File: src/sv/alm_pkg.sv
`default_nettype none
package alm_pkg;

   localparam int MAX_ENTRIES = 8;
   localparam int IDX_W       = 3;
   localparam int CNT_W       = 4;
   localparam int CSR_IDX_W   = 1;
   localparam int CSR_DATA_W  = 8;

   localparam logic [2:0] CMD_TIME_CHECK  = 3'd0;
   localparam logic [2:0] CMD_TICK        = 3'd1;
   localparam logic [2:0] CMD_ROTATE      = 3'd2;
   localparam logic [2:0] CMD_BUTTON      = 3'd3;
   localparam logic [2:0] CMD_CLICK       = 3'd4;
   localparam logic [2:0] CMD_WRITE_ENTRY = 3'd5;
   localparam logic [2:0] CMD_SET_COUNT   = 3'd6;
   localparam logic [2:0] CMD_ENTER       = 3'd7;

   localparam logic [2:0] BTN_PREV      = 3'd0;
   localparam logic [2:0] BTN_NEXT      = 3'd1;
   localparam logic [2:0] BTN_TOGGLE    = 3'd2;
   localparam logic [2:0] BTN_PREV_LONG = 3'd3;

   localparam logic [CSR_IDX_W-1:0] CSR_REPEAT_TICKS = 1'd0;
   localparam logic [CSR_IDX_W-1:0] CSR_MAX_REPEATS  = 1'd1;

   localparam logic [7:0]       REPEAT_TICKS_RST = 8'd150;
   localparam logic [2:0]       MAX_REPEATS_RST  = 3'd5;
   localparam logic [6:0]       LAST_MIN_NONE    = 7'd127;
   localparam logic [CNT_W-1:0] USED_RST         = CNT_W'(4);
   localparam logic [6:0]       DAYS_EVERY       = 7'h7F;
   localparam logic [6:0]       DAYS_WORK        = 7'h1F;
   localparam logic [2:0]       SUNDAY_BIT       = 3'd6;

   typedef struct packed {
      logic [2:0]        cmd;
      logic              synced;
      logic [4:0]        hour;
      logic [5:0]        minute;
      logic [5:0]        second;
      logic [2:0]        weekday;
      logic signed [1:0] delta;
      logic [2:0]        button;
      logic [2:0]        index;
      logic              enable;
      logic [6:0]        days;
      logic [3:0]        count;
   } item_type;

   typedef struct packed {
      logic             toggle;
      logic [IDX_W-1:0] focus_cur;
      logic [IDX_W-1:0] focus_next;
   } tbl_ctrl_type;

   typedef struct packed {
      logic [CNT_W-1:0] used;
      logic             hit;
      logic [IDX_W-1:0] hit_idx;
      logic [CNT_W-1:0] active_count;
      logic             focused_on;
   } tbl_stat_type;

   typedef struct packed {
      logic       ringing;
      logic       beep;
      logic       fired;
      logic [2:0] ring_index;
      logic [2:0] focus;
      logic       focused_on;
      logic [3:0] active_count;
      logic       go_back;
      logic       refresh;
   } result_type;

   function automatic logic [CNT_W-1:0] sat_count(input logic [3:0] count);
      sat_count = (count > CNT_W'(MAX_ENTRIES)) ? CNT_W'(MAX_ENTRIES) : count;
   endfunction

   function automatic logic [4:0] init_hour(input int i);
      case (i)
         0: init_hour = 5'd7;
         1: init_hour = 5'd9;
         2: init_hour = 5'd12;
         3: init_hour = 5'd17;
         default: init_hour = 5'd0;
      endcase
   endfunction

   function automatic logic [5:0] init_minute(input int i);
      case (i)
         0: init_minute = 6'd0;
         1: init_minute = 6'd30;
         2: init_minute = 6'd30;
         3: init_minute = 6'd45;
         default: init_minute = 6'd0;
      endcase
   endfunction

   function automatic logic init_enable(input int i);
      case (i)
         0: init_enable = 1'b1;
         1: init_enable = 1'b1;
         3: init_enable = 1'b1;
         default: init_enable = 1'b0;
      endcase
   endfunction

   function automatic logic [6:0] init_days(input int i);
      case (i)
         0: init_days = DAYS_WORK;
         1: init_days = DAYS_WORK;
         2: init_days = DAYS_EVERY;
         3: init_days = DAYS_WORK;
         default: init_days = 7'd0;
      endcase
   endfunction

endpackage
`default_nettype wire

File: src/sv/alm_table.sv
`default_nettype none
module alm_table (
   input  wire logic                  clock,
   input  wire logic                  reset,
   input  wire logic                  advance,
   input  wire alm_pkg::item_type     item,
   input  wire alm_pkg::tbl_ctrl_type ctrl,
   output alm_pkg::tbl_stat_type      stat
);

   logic [4:0] hour_ff   [alm_pkg::MAX_ENTRIES];
   logic [4:0] hour_in   [alm_pkg::MAX_ENTRIES];
   logic [5:0] minute_ff [alm_pkg::MAX_ENTRIES];
   logic [5:0] minute_in [alm_pkg::MAX_ENTRIES];
   logic [6:0] days_ff   [alm_pkg::MAX_ENTRIES];
   logic [6:0] days_in   [alm_pkg::MAX_ENTRIES];
   logic [alm_pkg::MAX_ENTRIES-1:0] en_ff;
   logic [alm_pkg::MAX_ENTRIES-1:0] en_in;
   logic [alm_pkg::CNT_W-1:0] used_ff;
   logic [alm_pkg::CNT_W-1:0] used_in;

   logic [2:0]                day_bit;
   logic                      hit;
   logic [alm_pkg::IDX_W-1:0] hit_idx;
   logic [alm_pkg::CNT_W-1:0] active;

   // Monday is bit 0; Sunday and the unused weekday code land on bit 6
   always_comb begin
      if (item.weekday == 3'd0 || item.weekday == 3'd7) begin
         day_bit = alm_pkg::SUNDAY_BIT;
      end else begin
         day_bit = item.weekday - 3'd1;
      end
   end

   // last matching in-use entry wins
   always_comb begin
      hit     = 1'b0;
      hit_idx = '0;
      for (int i = 0; i < alm_pkg::MAX_ENTRIES; i++) begin
         if ((alm_pkg::CNT_W'(i) < used_ff) && en_ff[i]
             && (days_ff[i] == 7'd0 || days_ff[i][day_bit])
             && hour_ff[i] == item.hour && minute_ff[i] == item.minute) begin
            hit     = 1'b1;
            hit_idx = alm_pkg::IDX_W'(i);
         end
      end
   end

   always_comb begin
      hour_in   = hour_ff;
      minute_in = minute_ff;
      days_in   = days_ff;
      en_in     = en_ff;
      used_in   = used_ff;
      if (advance) begin
         if (item.cmd == alm_pkg::CMD_WRITE_ENTRY) begin
            hour_in[item.index]   = item.hour;
            minute_in[item.index] = item.minute;
            days_in[item.index]   = item.days;
            en_in[item.index]     = item.enable;
         end
         if (ctrl.toggle) begin
            en_in[ctrl.focus_cur] = ~en_ff[ctrl.focus_cur];
         end
         if (item.cmd == alm_pkg::CMD_SET_COUNT) begin
            used_in = alm_pkg::sat_count(item.count);
         end
      end
   end

   always_comb begin
      active = '0;
      for (int i = 0; i < alm_pkg::MAX_ENTRIES; i++) begin
         if (alm_pkg::CNT_W'(i) < used_in) begin
            active = active + alm_pkg::CNT_W'(en_in[i]);
         end
      end
   end

   always_ff @(posedge clock) begin
      if (reset) begin
         for (int i = 0; i < alm_pkg::MAX_ENTRIES; i++) begin
            hour_ff[i]   <= alm_pkg::init_hour(i);
            minute_ff[i] <= alm_pkg::init_minute(i);
            days_ff[i]   <= alm_pkg::init_days(i);
            en_ff[i]     <= alm_pkg::init_enable(i);
         end
         used_ff <= alm_pkg::USED_RST;
      end else begin
         hour_ff   <= hour_in;
         minute_ff <= minute_in;
         days_ff   <= days_in;
         en_ff     <= en_in;
         used_ff   <= used_in;
      end
   end

   assign stat.used         = used_ff;
   assign stat.hit          = hit;
   assign stat.hit_idx      = hit_idx;
   assign stat.active_count = active;
   assign stat.focused_on   = en_in[ctrl.focus_next];

endmodule
`default_nettype wire

File: src/sv/alm_ctrl.sv
`default_nettype none
module alm_ctrl (
   input  wire logic                                clock,
   input  wire logic                                reset,
   input  wire logic                                advance,
   input  wire alm_pkg::item_type                   item,
   input  wire alm_pkg::tbl_stat_type               stat,
   input  wire logic                                csr_we,
   input  wire logic [alm_pkg::CSR_IDX_W-1:0]       csr_index,
   input  wire logic [alm_pkg::CSR_DATA_W-1:0]      csr_wdata,
   output alm_pkg::tbl_ctrl_type                    ctrl,
   output alm_pkg::result_type                      result
);

   logic [7:0]                repeat_ticks_ff;
   logic [2:0]                max_repeats_ff;
   logic [alm_pkg::IDX_W-1:0] focus_ff;
   logic [alm_pkg::IDX_W-1:0] focus_in;
   logic                      ring_ff;
   logic                      ring_in;
   logic [7:0]                ticks_ff;
   logic [7:0]                ticks_in;
   logic [2:0]                reps_ff;
   logic [2:0]                reps_in;
   logic [6:0]                last_min_ff;
   logic [6:0]                last_min_in;
   logic [alm_pkg::IDX_W-1:0] fired_ff;
   logic [alm_pkg::IDX_W-1:0] fired_in;

   logic                      beep;
   logic                      fired;
   logic                      go_back;
   logic                      refresh;
   logic                      toggle;
   logic                      has_entries;
   logic [alm_pkg::IDX_W-1:0] focus_up;
   logic [alm_pkg::IDX_W-1:0] focus_down;
   logic [alm_pkg::CNT_W-1:0] new_used;
   logic [8:0]                period;
   logic [8:0]                tick_next;

   assign has_entries = (stat.used != '0);

   // focus stays below the in-use count whenever the table is not empty
   assign focus_up   = ({1'b0, focus_ff} + 4'd1 >= stat.used) ? '0 : focus_ff + 3'd1;
   assign focus_down = (focus_ff == '0) ? alm_pkg::IDX_W'(stat.used - 4'd1)
                                        : focus_ff - 3'd1;

   assign new_used  = alm_pkg::sat_count(item.count);
   assign period    = {(repeat_ticks_ff == 8'd0), repeat_ticks_ff};
   assign tick_next = {1'b0, ticks_ff} + 9'd1;

   always_comb begin
      focus_in    = focus_ff;
      ring_in     = ring_ff;
      ticks_in    = ticks_ff;
      reps_in     = reps_ff;
      last_min_in = last_min_ff;
      fired_in    = fired_ff;
      beep        = 1'b0;
      fired       = 1'b0;
      go_back     = 1'b0;
      refresh     = 1'b0;
      toggle      = 1'b0;
      case (item.cmd)
         alm_pkg::CMD_TIME_CHECK: begin
            if (item.synced && item.second <= 6'd1 && last_min_ff != {1'b0, item.minute}) begin
               last_min_in = {1'b0, item.minute};
               if (stat.hit) begin
                  fired_in = stat.hit_idx;
                  ring_in  = 1'b1;
                  ticks_in = '0;
                  reps_in  = '0;
                  beep     = 1'b1;
                  fired    = 1'b1;
                  refresh  = 1'b1;
               end
            end
         end
         alm_pkg::CMD_TICK: begin
            if (ring_ff) begin
               if (tick_next >= period) begin
                  ticks_in = '0;
                  reps_in  = reps_ff + 3'd1;
                  if (reps_in >= max_repeats_ff) begin
                     ring_in = 1'b0;
                  end else begin
                     beep = 1'b1;
                  end
                  refresh = 1'b1;
               end else begin
                  ticks_in = tick_next[7:0];
               end
            end
         end
         alm_pkg::CMD_ROTATE: begin
            if (has_entries) begin
               if (item.delta == 2'sd1) begin
                  focus_in = focus_up;
               end else if (item.delta != 2'sd0) begin
                  focus_in = focus_down;
               end
            end
            refresh = 1'b1;
         end
         alm_pkg::CMD_BUTTON: begin
            if (ring_ff) begin
               ring_in = 1'b0;
               refresh = 1'b1;
            end else if (item.button == alm_pkg::BTN_PREV_LONG) begin
               go_back = 1'b1;
            end else if (item.button == alm_pkg::BTN_PREV) begin
               if (has_entries) focus_in = focus_down;
               refresh = 1'b1;
            end else if (item.button == alm_pkg::BTN_NEXT) begin
               if (has_entries) focus_in = focus_up;
               refresh = 1'b1;
            end else if (item.button == alm_pkg::BTN_TOGGLE) begin
               toggle  = has_entries;
               refresh = 1'b1;
            end
         end
         alm_pkg::CMD_CLICK: begin
            if (ring_ff) begin
               ring_in = 1'b0;
            end else begin
               toggle = has_entries;
            end
            refresh = 1'b1;
         end
         alm_pkg::CMD_WRITE_ENTRY: begin
         end
         alm_pkg::CMD_SET_COUNT: begin
            if (new_used != '0 && {1'b0, focus_ff} >= new_used) begin
               focus_in = alm_pkg::IDX_W'(new_used - 4'd1);
            end
         end
         default: begin
            focus_in = '0;
            refresh  = 1'b1;
         end
      endcase
   end

   always_ff @(posedge clock) begin
      if (reset) begin
         repeat_ticks_ff <= alm_pkg::REPEAT_TICKS_RST;
         max_repeats_ff  <= alm_pkg::MAX_REPEATS_RST;
      end else if (csr_we) begin
         if (csr_index == alm_pkg::CSR_REPEAT_TICKS) begin
            repeat_ticks_ff <= csr_wdata;
         end
         if (csr_index == alm_pkg::CSR_MAX_REPEATS) begin
            max_repeats_ff <= csr_wdata[2:0];
         end
      end
   end

   always_ff @(posedge clock) begin
      if (reset) begin
         focus_ff    <= '0;
         ring_ff     <= 1'b0;
         ticks_ff    <= '0;
         reps_ff     <= '0;
         last_min_ff <= alm_pkg::LAST_MIN_NONE;
         fired_ff    <= '0;
      end else if (advance) begin
         focus_ff    <= focus_in;
         ring_ff     <= ring_in;
         ticks_ff    <= ticks_in;
         reps_ff     <= reps_in;
         last_min_ff <= last_min_in;
         fired_ff    <= fired_in;
      end
   end

   assign ctrl.toggle     = toggle;
   assign ctrl.focus_cur  = focus_ff;
   assign ctrl.focus_next = focus_in;

   assign result.ringing      = ring_in;
   assign result.beep         = beep;
   assign result.fired        = fired;
   assign result.ring_index   = fired_in;
   assign result.focus        = focus_in;
   assign result.focused_on   = stat.focused_on;
   assign result.active_count = stat.active_count;
   assign result.go_back      = go_back;
   assign result.refresh      = refresh;

endmodule
`default_nettype wire

File: src/sv/alarm_table_matcher_ringer.sv
// Flow: an accepted transaction waits in the input register, moves into the result register
//   once that register is free or being drained, and is held there while rsp_stall holds.
// Throughput: one transaction per cycle unless rsp_stall holds; the input and result registers
//   let a new transaction enter while a finished result waits.
// Reset (synchronous, active high): clears both valid flags, restores the default alarm
//   table (four entries in use), focus 0, ringing off, repeat period 150, max repeats 5.
`default_nettype none
module alarm_table_matcher_ringer (
   input  wire logic                              clock,
   input  wire logic                              reset,
   // input channel
   input  wire logic                              req_valid,
   output logic                                   req_stall,
   input  wire logic [2:0]                        req_cmd,
   input  wire logic                              req_synced,
   input  wire logic [4:0]                        req_hour,
   input  wire logic [5:0]                        req_minute,
   input  wire logic [5:0]                        req_second,
   input  wire logic [2:0]                        req_weekday,
   input  wire logic signed [1:0]                 req_delta,
   input  wire logic [2:0]                        req_button,
   input  wire logic [2:0]                        req_index,
   input  wire logic                              req_enable,
   input  wire logic [6:0]                        req_days,
   input  wire logic [3:0]                        req_count,
   // result channel
   output logic                                   rsp_valid,
   input  wire logic                              rsp_stall,
   output logic                                   rsp_ringing,
   output logic                                   rsp_beep,
   output logic                                   rsp_fired,
   output logic [2:0]                             rsp_ring_index,
   output logic [2:0]                             rsp_focus,
   output logic                                   rsp_focused_on,
   output logic [3:0]                             rsp_active_count,
   output logic                                   rsp_go_back,
   output logic                                   rsp_refresh,
   // configuration
   input  wire logic                              csr_we,
   input  wire logic [alm_pkg::CSR_IDX_W-1:0]     csr_index,
   input  wire logic [alm_pkg::CSR_DATA_W-1:0]    csr_wdata
);

   alm_pkg::item_type     item_ff;
   alm_pkg::item_type     item_in;
   logic                  in_valid_ff;
   logic                  in_valid_in;
   alm_pkg::result_type   rsp_ff;
   alm_pkg::result_type   result;
   logic                  rsp_valid_ff;
   logic                  rsp_valid_in;
   logic                  advance;
   logic                  accept;
   alm_pkg::tbl_ctrl_type ctrl;
   alm_pkg::tbl_stat_type stat;

   // advance the held transaction when the result register is free or being drained
   assign advance   = in_valid_ff && (!rsp_valid_ff || !rsp_stall);
   assign req_stall = in_valid_ff && !advance;
   assign accept    = req_valid && !req_stall;

   always_comb begin
      item_in.cmd     = req_cmd;
      item_in.synced  = req_synced;
      item_in.hour    = req_hour;
      item_in.minute  = req_minute;
      item_in.second  = req_second;
      item_in.weekday = req_weekday;
      item_in.delta   = req_delta;
      item_in.button  = req_button;
      item_in.index   = req_index;
      item_in.enable  = req_enable;
      item_in.days    = req_days;
      item_in.count   = req_count;
   end

   always_comb begin
      if (accept) begin
         in_valid_in = 1'b1;
      end else if (advance) begin
         in_valid_in = 1'b0;
      end else begin
         in_valid_in = in_valid_ff;
      end
   end

   // hold the result while the consumer stalls, drop it once taken
   always_comb begin
      if (advance) begin
         rsp_valid_in = 1'b1;
      end else if (rsp_stall) begin
         rsp_valid_in = rsp_valid_ff;
      end else begin
         rsp_valid_in = 1'b0;
      end
   end

   always_ff @(posedge clock) begin
      if (reset) begin
         in_valid_ff  <= 1'b0;
         rsp_valid_ff <= 1'b0;
      end else begin
         in_valid_ff  <= in_valid_in;
         rsp_valid_ff <= rsp_valid_in;
      end
   end

   always_ff @(posedge clock) begin
      if (accept) begin
         item_ff <= item_in;
      end
      if (advance) begin
         rsp_ff <= result;
      end
   end

   // alarm storage, time matching and enabled-entry count
   alm_table u_table (
      .clock   (clock),
      .reset   (reset),
      .advance (advance),
      .item    (item_ff),
      .ctrl    (ctrl),
      .stat    (stat)
   );

   // ring sequencing, focus navigation and configuration registers
   alm_ctrl u_ctrl (
      .clock     (clock),
      .reset     (reset),
      .advance   (advance),
      .item      (item_ff),
      .stat      (stat),
      .csr_we    (csr_we),
      .csr_index (csr_index),
      .csr_wdata (csr_wdata),
      .ctrl      (ctrl),
      .result    (result)
   );

   assign rsp_valid        = rsp_valid_ff;
   assign rsp_ringing      = rsp_ff.ringing;
   assign rsp_beep         = rsp_ff.beep;
   assign rsp_fired        = rsp_ff.fired;
   assign rsp_ring_index   = rsp_ff.ring_index;
   assign rsp_focus        = rsp_ff.focus;
   assign rsp_focused_on   = rsp_ff.focused_on;
   assign rsp_active_count = rsp_ff.active_count;
   assign rsp_go_back      = rsp_ff.go_back;
   assign rsp_refresh      = rsp_ff.refresh;

endmodule
`default_nettype wire

File: config.mk
export PLATFORM = sky130hd
export DESIGN_NAME = alarm_table_matcher_ringer
export DESIGN_NICKNAME = d
export VERILOG_FILES = /design/src/sv/alm_pkg.sv /design/src/sv/alm_table.sv /design/src/sv/alm_ctrl.sv /design/src/sv/alarm_table_matcher_ringer.sv
export SDC_FILE = /design/constraint.sdc
export NUM_CORES = 1
export LEC_CHECK = 0
export ABC_CLOCK_PERIOD_IN_PS = 6690
export BUFFER_PORTS_ARGS = -buffer_cell sky130_fd_sc_hd__buf_2
export CORE_ASPECT_RATIO = 1.1
export CORE_MARGIN = 2
export CORE_UTILIZATION = 56
export DETAILED_ROUTE_END_ITERATION = 6
export PLACE_DENSITY_LB_ADDON = 0.3
export SYNTH_ARGS = -nofsm -noshare
export SYNTH_HDL_FRONTEND = slang
export SYNTH_SLANG_ARGS = --single-unit
File: constraint.sdc
create_clock -name clock -period 6.69 [get_ports clock]
set_input_delay 0.3345 -clock clock [delete_from_list [all_inputs] [get_ports clock]]
set_output_delay 0.3345 -clock clock [all_outputs]
set_load 0.05 [all_outputs]
## Word level (Yosys, flattened, before mapping)

Cells that the tools add are included.

- Register bits after elaboration: 254
- Input port bits: 58
- Output and inout bits: 18
- Word-level logic and storage cells: 345

- Add/subtract/negate cells: 15
- Order comparisons: 30
- Equality and inequality tests: 33
- Mux-type cells: 123
- Bitwise gates (word level): 4
- Reduce and logical (&&, ||, !) cells: 83

Operator list:

| cell | count |
|---|---|
| 2-to-1 mux 3 bit | 24 |
| 2-to-1 mux 8 bit | 8 |
| bitwise mux 56 bit | 1 |
| zero test 7 bit | 8 |
| 2-to-1 mux 1 bit | 49 |
| bitwise mux 48 bit | 1 |
| == test 6 bit | 8 |
| logical AND 1 bit | 41 |
| bitwise mux 40 bit | 1 |
| == test 5 bit | 8 |
| 2-to-1 mux 4 bit | 10 |
| < comparator 3 x 4 -> 1 bit (first input constant) | 8 |
| binary-select mux 1 bit (select 3 bit) | 10 |
| adder 4 x 1 -> 4 bit | 6 |
| demux 7 bit (select 3 bit) | 1 |
| demux 6 bit (select 3 bit) | 1 |
| bitwise mux 8 bit | 2 |
| < comparator 1 x 4 -> 1 bit (first input constant) | 4 |
| < comparator 2 x 4 -> 1 bit (first input constant) | 4 |
| < comparator 3 x 4 -> 1 bit (second input constant) | 4 |
| case mux 8 bit (2 select lines) | 1 |
| demux 5 bit (select 3 bit) | 1 |
| == test 3 x 2 -> 1 bit (second input constant) | 4 |
| == test 3 bit (second input constant) | 4 |
| 43 further kinds | 79 |

## Depth between registers and ports, before layout

Gate-level depths: netlist of the first run.

- Depth in word-level cells: 25
- Mapped depth: 32
- Mapped depth without buffers: 31

## By module

From an unflattened synthesis of the first run, not the netlist that was laid out.

- Cell total of the unflattened synthesis: 1556
- Area total of the unflattened synthesis: 13430.4 µm²

Modules (own cells, without submodules):

| module | instances | cells an instance | area an instance (µm²) | sequential area each (µm²) |
|---|---|---|---|---|
| alm_table | 1 | 1122 | 8634.5 | 3123.0 |
| alm_ctrl | 1 | 364 | 2907.8 | 720.7 |
| alarm_table_matcher_ringer | 1 | 70 | 1888.1 | 1841.8 |

## Worst setup path before layout of the first run

OpenSTA, ideal clock, no wires.

- Path type: register to register
- Start: reg rsp_valid_ff (netlist: rsp_valid)
- End: reg rsp_ff (netlist bit rsp_active_count[3]), data pin
- Library setup time: 260 ps
- Data arrival time: 6369 ps
- Data required time: 6430 ps
- Setup slack: 62 ps
- Stages on the path, launching flop included: 29
- Buffers on the path: 2
- Clock period less this slack: 6628 ps
- Cells stage by stage: dfxtp_1 > nand2_1 > nand2_1 > inv_1 > clkbuf_1 > buf_1 > mux2i_1 > inv_1 > ha_1 > mux2_2 > ha_1 > ha_1 > o21ai_0 > nand2_1 > ha_1 > o21a_1 > ha_1 > mux2_2 > o21ai_0 > inv_1 > ha_1 > nand2_1 > o21ai_0 > ha_1 > mux2i_1 > a21oi_1 > mux2_2 > a31oi_1 > xnor2_1

RTL lines:

| what | line | RTL |
|---|---|---|
| from (decl) | alarm_table_matcher_ringer.sv:50 | `logic rsp_valid_ff;` |
| from (signal assigned) | alarm_table_matcher_ringer.sv:104 | `rsp_valid_ff <= rsp_valid_in;` |
| to (signal assigned) | alarm_table_matcher_ringer.sv:113 | `rsp_ff <= result;` |
| to (decl) | alarm_table_matcher_ringer.sv:48 | `alm_pkg::result_type rsp_ff;` |

==> results.json, run 1 <==
{
  "root_buffer": "clkbuf_16",
  "p_leak_nw": 6.259,
  "setup_viol": 0,
  "synth_common_cells": "276 x nand2_1, 194 x dfxtp_1, 117 x nor2_1, 105 x mux2i_1, 95 x a21oi_1",
  "wl_met2_um": 16740,
  "die_w_um": 151.6,
  "antenna_found_initial": 0,
  "cts_tree": "built",
  "gp_congestion": 0.9355,
  "num_antenna_cells": 0,
  "drtPass1Iterations": 5,
  "std_cell_rows": 59,
  "grt_pass1_vias": 10910,
  "initial_core_util": 0.5682,
  "drc_errors": 0,
  "synth_enable_flop_cells": 59,
  "r2r_end": "rsp_active_count[2]$_DFFE_PP_",
  "async_flop_share": 0,
  "synth_top_area_cell": "dfxtp_1",
  "peakVddDrop_mv": 0.2675,
  "cts.path.max_buffers": 3,
  "hold_depth": 3,
  "chipHeight_um": 166.4,
  "slowest_stage": "edfxtp_1",
  "hp-start": "csr_wdata[5]",
  "maxUsedRoutingLayer": "met4",
  "crit_top_cell": "ha_1",
  "worstSkewPairLatency_ps": 530,
  "synth_cells": 1540,
  "slew_headroom": 0.2530,
  "reg2reg_setup_slack_ps": 340,
  "slowest_delay_ps": 430,
  "yosys.cell_types.count": 77,
  "power_density_mw_per_mm2": 233.7,
  "core-area_mm2": 0.02362,
  "finClkSkew_ps": 15.25,
  "post-synth-top-area-fraction": 0.2894,
  "synth.avg_cell_area_um2": 8.715,
  "routedWlPerCell_um": 18.23,
  "cts_buffers": 27,
  "ant_nets": 0,
  "worstMarginPinSlew_ps": 1092,
  "grt_max_degree": 83,
  "dpl.hpwl_um": 23460,
  "die_area_mm2": 0.02522,
  "wl_met3_um": 2481,
  "clock-sinks": 253,
  "dp_cells": 1858,
  "cp_max_fo": 8,
  "required_ps": 6970,
  "cap_violations": 0,
  "finalMaxSlewViolations": 0,
  "synth.most_common_cell": "nand2_1",
  "clkTransAtPathRegs_ps": 60,
  "period_needed_ps": 6348,
  "fin_nets": 1727,
  "yosysWarnings": 0,
  "finalHoldViolations": 0,
  "fin_crit_sh": 0.9489,
  "ys.flop_type": "dfxtp_1",
  "htree_levels": 1,
  "p_total_w": 0.003655,
  "vias": 11620,
  "synth_seq_cells": 253,
  "fillers": 1902,
  "synthesis.nets": 1639,
  "grt-ovfl-total": 0,
  "worstSetupStartpointType": "flip-flop",
  "routed_wl_um": 35610,
  "yosysSeqAreaShare": 0.4214,
  "layoutNonFillerInstCount": 1953,
  "cp-end-kind": "flip-flop",
  "path_class": "flip-flop to flip-flop",
  "finalSetupTns_ps": 0,
  "worstRegToRegCells": 30,
  "grt_pass1_wl_um": 55910,
  "outcome": "complete, no violations",
  "drt_iter0_drc": 926,
  "yosys-top-cells-area": "dfxtp_1 29%, edfxtp_1 13%, mux2i_1 7.8%, nand2_1 7.7%, xor2_1 4.7%",
  "fmax_mhz": 157.5,
  "track_usage": 0.2746,
  "netlist_area_mm2": 0.01342,
  "rr_startpoint": "item_ff[41]$_DFFE_PP_",
  "wl_met1_um": 15000,
  "pin_count": 76,
  "syn_to_final_growth_pct": 16.54,
  "hp-class": "input port to flip-flop",
  "hold_path_end": "u_ctrl.repeat_ticks_ff[5]$_SDFFE_PP0P_",
  "drive_above_1_share": 0.1286,
  "portBuffers": 74,
  "arrival_ps": 6630,
  "via_per_inst": 5.951
}
## critical path, delay by kind of cell, from the launching register on
family / cells / cell delay (ps)
buffers and inverters: 3 / 290
multiplexers: 6 / 1220
adder cells (fa/ha/maj): 8 / 2230
AO/OA/AOI/OAI: 5 / 660
flip-flops: 1 / 430
XOR/XNOR: 2 / 220
AND/OR/NAND/NOR: 6 / 1050
## through the flow
stage	instance area, µm²	hold WS [ps]	worst slack, ps	util
2_1_floorplan	13420	426.9	61.91	-
3_3_place_gp	14100	440.4	186.0	0.5970
3_5_place_dp	14100	452.3	30.79	0.5970
4_1_cts	15530	14.89	92.87	0.6575
5_1_grt	15640	19.58	-29.17	0.6621
6_report	15640	34.90	341.6	0.6621
## placed cells by master, fill, tap and decap left out, drive strengths merged, types with 41 or more instances in the layout
master | netlist | final
dlygate4sd3 | 0 | 42
edfxtp | 59 | 59
dfxtp | 194 | 194
xor2 | 72 | 72
nor2 | 119 | 119
buf | 12 | 119
inv | 41 | 41
ha | 41 | 41
a21oi | 96 | 96
nand3 | 58 | 58
nand2 | 276 | 276
mux2i | 105 | 105
## worst max path at each step
stage                                start                       endpoint  slack (ps)  depth (start not counted)
floorplan           rsp_valid$_SDFFE_PP0P_  rsp_active_count[3]$_DFFE_PP_          60                         28
CTS                  item_ff[42]$_DFFE_PP_  rsp_active_count[3]$_DFFE_PP_          90                         28
finish               item_ff[41]$_DFFE_PP_  rsp_active_count[2]$_DFFE_PP_         340                         30
detailed placement   item_ff[42]$_DFFE_PP_  rsp_active_count[3]$_DFFE_PP_          30                         28
global placement     item_ff[42]$_DFFE_PP_  rsp_active_count[3]$_DFFE_PP_         190                         28
global route         item_ff[41]$_DFFE_PP_  rsp_active_count[3]$_DFFE_PP_         -30                         29
## cell families after synthesis
| family | share of synthesized area |
|---|---|
| compound gates | 0.1214 |
| xor+xnor | 0.07243 |
| fa+ha+maj | 0.03822 |
| buf+inv | 0.04204 |
| flops | 0.4214 |
| mux | 0.08949 |
| simple gates | 0.2151 |
## flip-flops by register name, indices dropped and copies added (netlist names), 3 cells and up
name / cells
u_table.used_ff: 4
u_table.en_ff: 8
rsp_focus: 3
u_ctrl.ticks_ff: 8
u_table.days_ff: 56
u_ctrl.reps_ff: 3
u_ctrl.last_min_ff: 7
u_ctrl.max_repeats_ff: 3
u_table.minute_ff: 48
u_ctrl.fired_ff: 3
rsp_ring_index: 3
u_table.hour_ff: 40
u_ctrl.repeat_ticks_ff: 8
item_ff: 43
rsp_active_count: 4
u_ctrl.focus_ff: 3
## repair_timing
item                                   in CTS  in global routing
endpoints found under the hold margin      42                  0
gates resized for setup                     1                 15
setup endpoints to repair                   1                  3
setup buffers                               0                  4
pin swaps                                   0                  7
hold buffers                               42                  0
## report_power, final
part	total (W)	leakage [nW]	internal (W)	switching [W]
Sequential	0.00164	2.14	0.00160	0.0000387
Clock	0.00165	0.502	0.00103	0.000617
Combinational	0.000375	3.62	0.000149	0.000226
Total	0.00365	6.26	0.00277	0.000882
## metal layers
layer  GRT usage  vias to the layer above
li1            -                     5576
met1      0.3630                     5471
met2      0.4588                      472
met3     0.03379                      103
met4      0.1023                        0
met5           0                        -
## area by class of cell
| type | count | area (µm²) | area share |
|---|---|---|---|
| Sequential cell | 253 | 5655 | 0.3616 |
| Clock buffer | 37 | 837.1 | 0.05352 |
| Clock inverter | 12 | 167.7 | 0.01072 |
| Multi-Input combinational cell | 1143 | 7307 | 0.4672 |
| Tap cell | 305 | 381.6 | 0.02440 |
| Inverter | 42 | 157.7 | 0.01008 |
| Timing Repair Buffer | 161 | 1135 | 0.07255 |
Power figures use the tool's default switching activity.
==> run 2, diff against run 1 <==
--- a/config.mk
+++ b/config.mk
@@ -11,6 +11,7 @@
 export CORE_MARGIN = 2
 export CORE_UTILIZATION = 56
 export DETAILED_ROUTE_END_ITERATION = 6
+export GPL_TIMING_DRIVEN = 0
 export PLACE_DENSITY_LB_ADDON = 0.3
 export SYNTH_ARGS = -nofsm -noshare
 export SYNTH_HDL_FRONTEND = slang
==> run 2 against run 1 <==
  * Via count increased by 5.6%
  * Fmax decreased by 1.8%
  * Die area unchanged
  * Non-clock buffer count increased by 69
  * Sequential share of layout area decreased by 0.23 points
==> results.json, run 2 (same netlist as run 1, synthesis figures left out) <==
{
  "fin_nets": 1796,
  "largest_reg_flops": 56,
  "largest-register": "u_table.days_ff",
  "peakVddDrop_mv": 0.2047,
  "grt_max_degree": 27,
  "die_w_um": 151.6,
  "hp-class": "input port to flip-flop",
  "path_class": "flip-flop to flip-flop",
  "grt_pass1_vias": 11480,
  "portBuffers": 73,
  "p_leak_nw": 6.206,
  "drc_errors": 0,
  "gp_congestion": 0.9673,
  "htree_levels": 1,
  "core-area_mm2": 0.02362,
  "syn_to_final_growth_pct": 17.37,
  "stdcell_area_mm2": 0.01575,
  "cp-endpoint": "rsp_active_count[3]$_DFFE_PP_",
  "grt-ovfl-total": 0,
  "setup_viol": 0,
  "drt_iter0_drc": 1273,
  "outcome": "complete, no violations",
  "worstSkewPairLatency_ps": 540,
  "period_needed_ps": 6465,
  "worstRegToRegCells": 28,
  "finClkSkew_ps": 13.85,
  "worstMarginPinSlew_ps": 1288,
  "critPathLaunch": "u_ctrl.focus_ff[2]$_SDFFE_PP0P_",
  "arrival_ps": 6740,
  "place_area_mm2": 0.01421,
  "drive_above_1_share": 0.1107,
  "initial_core_util": 0.5682,
  "cts.path.max_buffers": 3,
  "vias": 12280,
  "root_buffer": "clkbuf_16",
  "ant_nets": 0,
  "rr_startpoint": "u_ctrl.focus_ff[2]$_SDFFE_PP0P_",
  "grt_pass1_wl_um": 61260,
  "finalMaxSlewViolations": 0,
  "die_area_mm2": 0.02522,
  "r2r_end": "rsp_active_count[3]$_DFFE_PP_",
  "reg_top3": "u_table.days_ff (56), u_table.minute_ff (48), item_ff (43)",
  "routedWlPerCell_um": 19.84,
  "finalSetupTns_ps": 0,
  "fmax_mhz": 154.7,
  "cts_tree": "built",
  "num_antenna_cells": 0,
  "final_common_cell": "nand2_1",
  "slew_headroom": 0.1349,
  "finalHoldViolations": 0,
  "fillers": 1912,
  "slowest_stage": "a221o_2",
  "utilization": 0.6668,
  "antenna_found_initial": 0,
  "power_density_mw_per_mm2": 223.7,
  "routed_wl_um": 40120,
  "clkTransAtPathRegs_ps": 60,
  "std_cell_rows": 59,
  "whs_ps": 15.54,
  "slowest_delay_ps": 460,
  "dpl.hpwl_um": 27550,
  "worstSetupStartpointType": "flip-flop",
  "pin_count": 76,
  "cap_violations": 0,
  "cts_buffers": 27,
  "via_per_inst": 6.071,
  "cp-end-kind": "flip-flop",
  "track_usage": 0.3074,
  "crit_top_cell": "ha_1",
  "clock-sinks": 253,
  "final_cell_mix": "275 x nand2_1, 193 x dfxtp_1, 116 x nor2_1",
  "drtPass1Iterations": 6,
  "chipHeight_um": 166.4,
  "cp_max_fo": 8,
  "fin_crit_sh": 0.9663,
  "reg2reg_setup_slack_ps": 230,
  "required_ps": 6970
}
## run 2: layer usage
layer	track usage	vias to the layer above	share of wire
li1	-	5731	-
met1	0.3939	5758	0.39
met2	0.5176	642	0.48
met3	0.04396	144	0.085
met4	0.1256	0	0.045
met5	0	-	0
## run 2: power breakdown
part,total [W],switching (W),internal (W)
clock network,0.00149,0.000622,0.000863
logic,0.000425,0.000271,0.000154
registers,0.00161,0.0000182,0.00160
## run 2: layout make-up
cell class	count	area [µm²]	area share
Clock inverter	12	112.6	0.007149
Tap cell	305	381.6	0.02423
Timing Repair Buffer	130	920.9	0.05846
Buffer	100	419.2	0.02661
Clock buffer	37	754.5	0.04790
Sequential cell	253	5659	0.3593
Multi-Input combinational cell	1143	7347	0.4664
Inverter	42	157.7	0.01001
## run 2: how the worst min path moves through the flow
stage / start / to / slack [ps] / depth (start not counted)
after detailed placement: u_ctrl.max_repeats_ff[1]$_SDFFE_PP0P_ / u_ctrl.max_repeats_ff[1]$_SDFFE_PP0P_ / 450 / 2
after global routing: req_valid / in_valid_ff$_SDFFE_PP0P_ / 20 / 2
after global placement: u_ctrl.max_repeats_ff[1]$_SDFFE_PP0P_ / u_ctrl.max_repeats_ff[1]$_SDFFE_PP0P_ / 450 / 2
after CTS: csr_wdata[3] / u_ctrl.repeat_ticks_ff[3]$_SDFFE_PP0P_ / 6 / 3
after floorplan: u_ctrl.last_min_ff[6]$_SDFFE_PP1P_ / u_ctrl.last_min_ff[6]$_SDFFE_PP1P_ / 430 / 1
final: csr_wdata[6] / u_ctrl.repeat_ticks_ff[6]$_SDFFE_PP0P_ / 20 / 3
## run 2: timing repair
action,4_1_cts,5_1_grt
pin swaps,1,5
endpoints found under the hold margin,43,0
hold buffers,43,0
gates resized for setup,13,30
endpoints found under the setup margin,3,3
cloned,0,0
setup buffers,2,10
## run 2: critical path, delay by kind of cell (launching register included)
family | cells | cell delay (ps)
simple gates | 3 | 270
xor+xnor | 1 | 90
fa+ha+maj | 7 | 1890
buf+inv | 2 | 460
compound gates | 9 | 1700
flops | 1 | 330
mux | 6 | 1460
## run 2: through the flow
step           setup WS, ps  instances  total power (W)
5_1_grt              -107.5       2022         0.003642
3_5_place_dp         -681.4       1920         0.002019
2_1_floorplan         61.91       1540         0.001897
4_1_cts               8.893       2014         0.003507
6_report              225.5       2022         0.003524
3_3_place_gp         -929.9       1918         0.002008
==> run 3, diff against run 2 <==
--- a/config.mk
+++ b/config.mk
@@ -11,7 +11,6 @@
 export CORE_MARGIN = 2
 export CORE_UTILIZATION = 56
 export DETAILED_ROUTE_END_ITERATION = 6
-export GPL_TIMING_DRIVEN = 0
 export PLACE_DENSITY_LB_ADDON = 0.3
 export SYNTH_ARGS = -nofsm -noshare
 export SYNTH_HDL_FRONTEND = slang
==> constraint.sdc (replaced) <==
create_clock -name clock -period 6.69 [get_ports clock]
set_input_delay 0.669 -clock clock [delete_from_list [all_inputs] [get_ports clock]]
set_output_delay 0.669 -clock clock [all_outputs]
set_load 0.05 [all_outputs]
==> run 3 against run 2 <==
  * Sequential share of layout area grew 1.4 points
  * Highest routed layer unchanged
  * Critical endpoint unchanged
  * Core utilization shrank 2.5 points
  * Global-route usage shrank 3.3 points
  * Via count shrank 7.2%
  * Clock power grew 5%
  * Clock skew grew 8.1 ps
  * Sequential cell count is the same
==> results.json, run 3 (same netlist as run 1, synthesis figures left out) <==
{
  "p_switching_w": 0.0008845,
  "seqCellArea_mm2": 0.005655,
  "arrival_ps": 6700,
  "whs_ps": 297.9,
  "worstSkewPairLatency_ps": 550,
  "layoutNonFillerInstCount": 1914,
  "worstSetupStartpointType": "flip-flop",
  "slowest_stage": "edfxtp_1",
  "p_seq_frac": 0.460,
  "via_per_inst": 5.952,
  "crit_top_cell": "ha_1",
  "finalSetupTns_ps": 0,
  "cts_buffers": 27,
  "root_buffer": "clkbuf_16",
  "stdcell_area_mm2": 0.01516,
  "antenna_found_initial": 0,
  "std_cell_rows": 59,
  "portBuffers": 74,
  "drt_iter0_drc": 899,
  "period_needed_ps": 6427,
  "ant_nets": 0,
  "fin_nets": 1687,
  "grt_max_degree": 81,
  "drc_errors": 0,
  "p_int_w": 0.002672,
  "worstMarginPinSlew_ps": 1153,
  "largest_reg_flops": 56,
  "setup_viol": 0,
  "syn_to_final_growth_pct": 12.99,
  "cp-end-kind": "flip-flop",
  "die_w_um": 151.6,
  "path_class": "flip-flop to flip-flop",
  "cap_violations": 0,
  "routed_wl_um": 35250,
  "htree_levels": 1,
  "finalMaxSlewViolations": 0,
  "fmax_mhz": 155.6,
  "cts.path.max_buffers": 3,
  "multi_input_area_mm2": 0.007311,
  "hp-class": "input port to flip-flop",
  "slew_headroom": 0.2116,
  "clkTransAtPathRegs_ps": 60,
  "switching_share": 0.2487,
  "reg_top3": "u_table.days_ff (56), u_table.minute_ff (48), item_ff (43)",
  "grt_pass1_vias": 10830,
  "p_leak_nw": 6.037,
  "dp_cells": 1859,
  "cp_max_fo": 8,
  "final_cell_mix": "276 x nand2_1, 194 x dfxtp_1, 115 x nor2_1",
  "ctsHoldBuffers": 0,
  "routedWlPerCell_um": 18.42,
  "vias": 11390,
  "chipHeight_um": 166.4,
  "clock-sinks": 253,
  "place_area_mm2": 0.01411,
  "initial_core_util": 0.5682,
  "clkPwrFrac": 0.440,
  "finClkSkew_ps": 21.97,
  "critPathLaunch": "item_ff[42]$_DFFE_PP_",
  "finalHoldViolations": 0,
  "grt_pass1_wl_um": 55440,
  "slowest_delay_ps": 510,
  "power_density_mw_per_mm2": 234.5,
  "cts_tree": "built",
  "outcome": "complete, no violations",
  "rr_startpoint": "item_ff[42]$_DFFE_PP_",
  "fin_crit_sh": 0.9607,
  "grt-ovfl-total": 0,
  "gp_congestion": 0.9130,
  "fillers": 1994,
  "pin_count": 76,
  "comb_power_share": 0.100,
  "peakVddDrop_mv": 0.2104,
  "largest-register": "u_table.days_ff",
  "p_total_w": 0.003557,
  "drtPass1Iterations": 5,
  "track_usage": 0.2743,
  "required_ps": 6970,
  "dpl.hpwl_um": 23490,
  "drive_above_1_share": 0.1280,
  "core-area_mm2": 0.02362,
  "final_common_cell": "nand2_1",
  "hp-start": "req_synced",
  "num_antenna_cells": 0,
  "die_area_mm2": 0.02522
}
[run 3: cell count changes in the layout (fill, tap and decap cells not counted), moves of 4 or more]
cell           before  now
clkinv_1            4    8
buf_2              82   73
dlygate4sd3_1      43    0
buf_4              12   46
clkinv_2            5    1
clkbuf_1           89    6
[run 3: timing repair]
item,CTS,global route
gates resized for setup,0,18
endpoints found under the hold margin,0,0
buffers inserted,0,5
endpoints found under the setup margin,0,3
[run 3: area by class of cell]
| cell class | instances | share of cell area |
|---|---|---|
| multi-input cells | 1143 | 0.4821 |
| flip-flops and latches | 253 | 0.3729 |
| clock buffers | 35 | 0.04934 |
| repair buffers | 121 | 0.04835 |
| well taps | 305 | 0.02517 |
| clock inverters | 15 | 0.01172 |
| inverters | 42 | 0.01040 |
[run 3: through the flow]
step / setup slack, ps / utilization
global placement: 190.2 / 0.5973
global route: -107.4 / 0.6419
CTS: 58.20 / 0.6365
floorplan: 187.6 / -
detailed placement: 93.56 / 0.5973
finish: 262.8 / 0.6419
[run 3: metal layers]
metal / part of all wire / global-route usage / up-vias / routed length (µm)
li1: - / - / 5513 / -
met2: 0.47 / 0.4537 / 418 / 16490
met3: 0.066 / 0.04011 / 94 / 2331
met1: 0.43 / 0.3626 / 5367 / 15160
met5: 0 / 0 / - / 0
met4: 0.036 / 0.1023 / 0 / 1272
[run 3: final timing paths]
check                                       end  slack, ps  cells after the start
max               rsp_active_count[3]$_DFFE_PP_        260                     29
min                       item_ff[40]$_DFFE_PP_        300                      1
max reg2reg       rsp_active_count[3]$_DFFE_PP_        260                     29
min reg2reg  u_ctrl.last_min_ff[6]$_SDFFE_PP1P_        460                      1
[run 3: power by group through the flow]
stage          registers (W)  clock network (W)  logic, W
4_1_cts              0.00163            0.00158  0.000340
3_5_place_dp         0.00167                  0  0.000338
3_3_place_gp         0.00167                  0  0.000330
2_1_floorplan        0.00166                  0  0.000238
5_1_grt              0.00164            0.00165  0.000389
6_report             0.00163            0.00157  0.000357
[run 3: critical path, delay by kind of cell, from the launching register on]
family          cells  cell delay (ps)
mux                 6             1450
flops               1              510
compound gates      6              810
buf+inv             3              190
simple gates        6             1100
fa+ha+maj           7             2020
xor+xnor            1               80
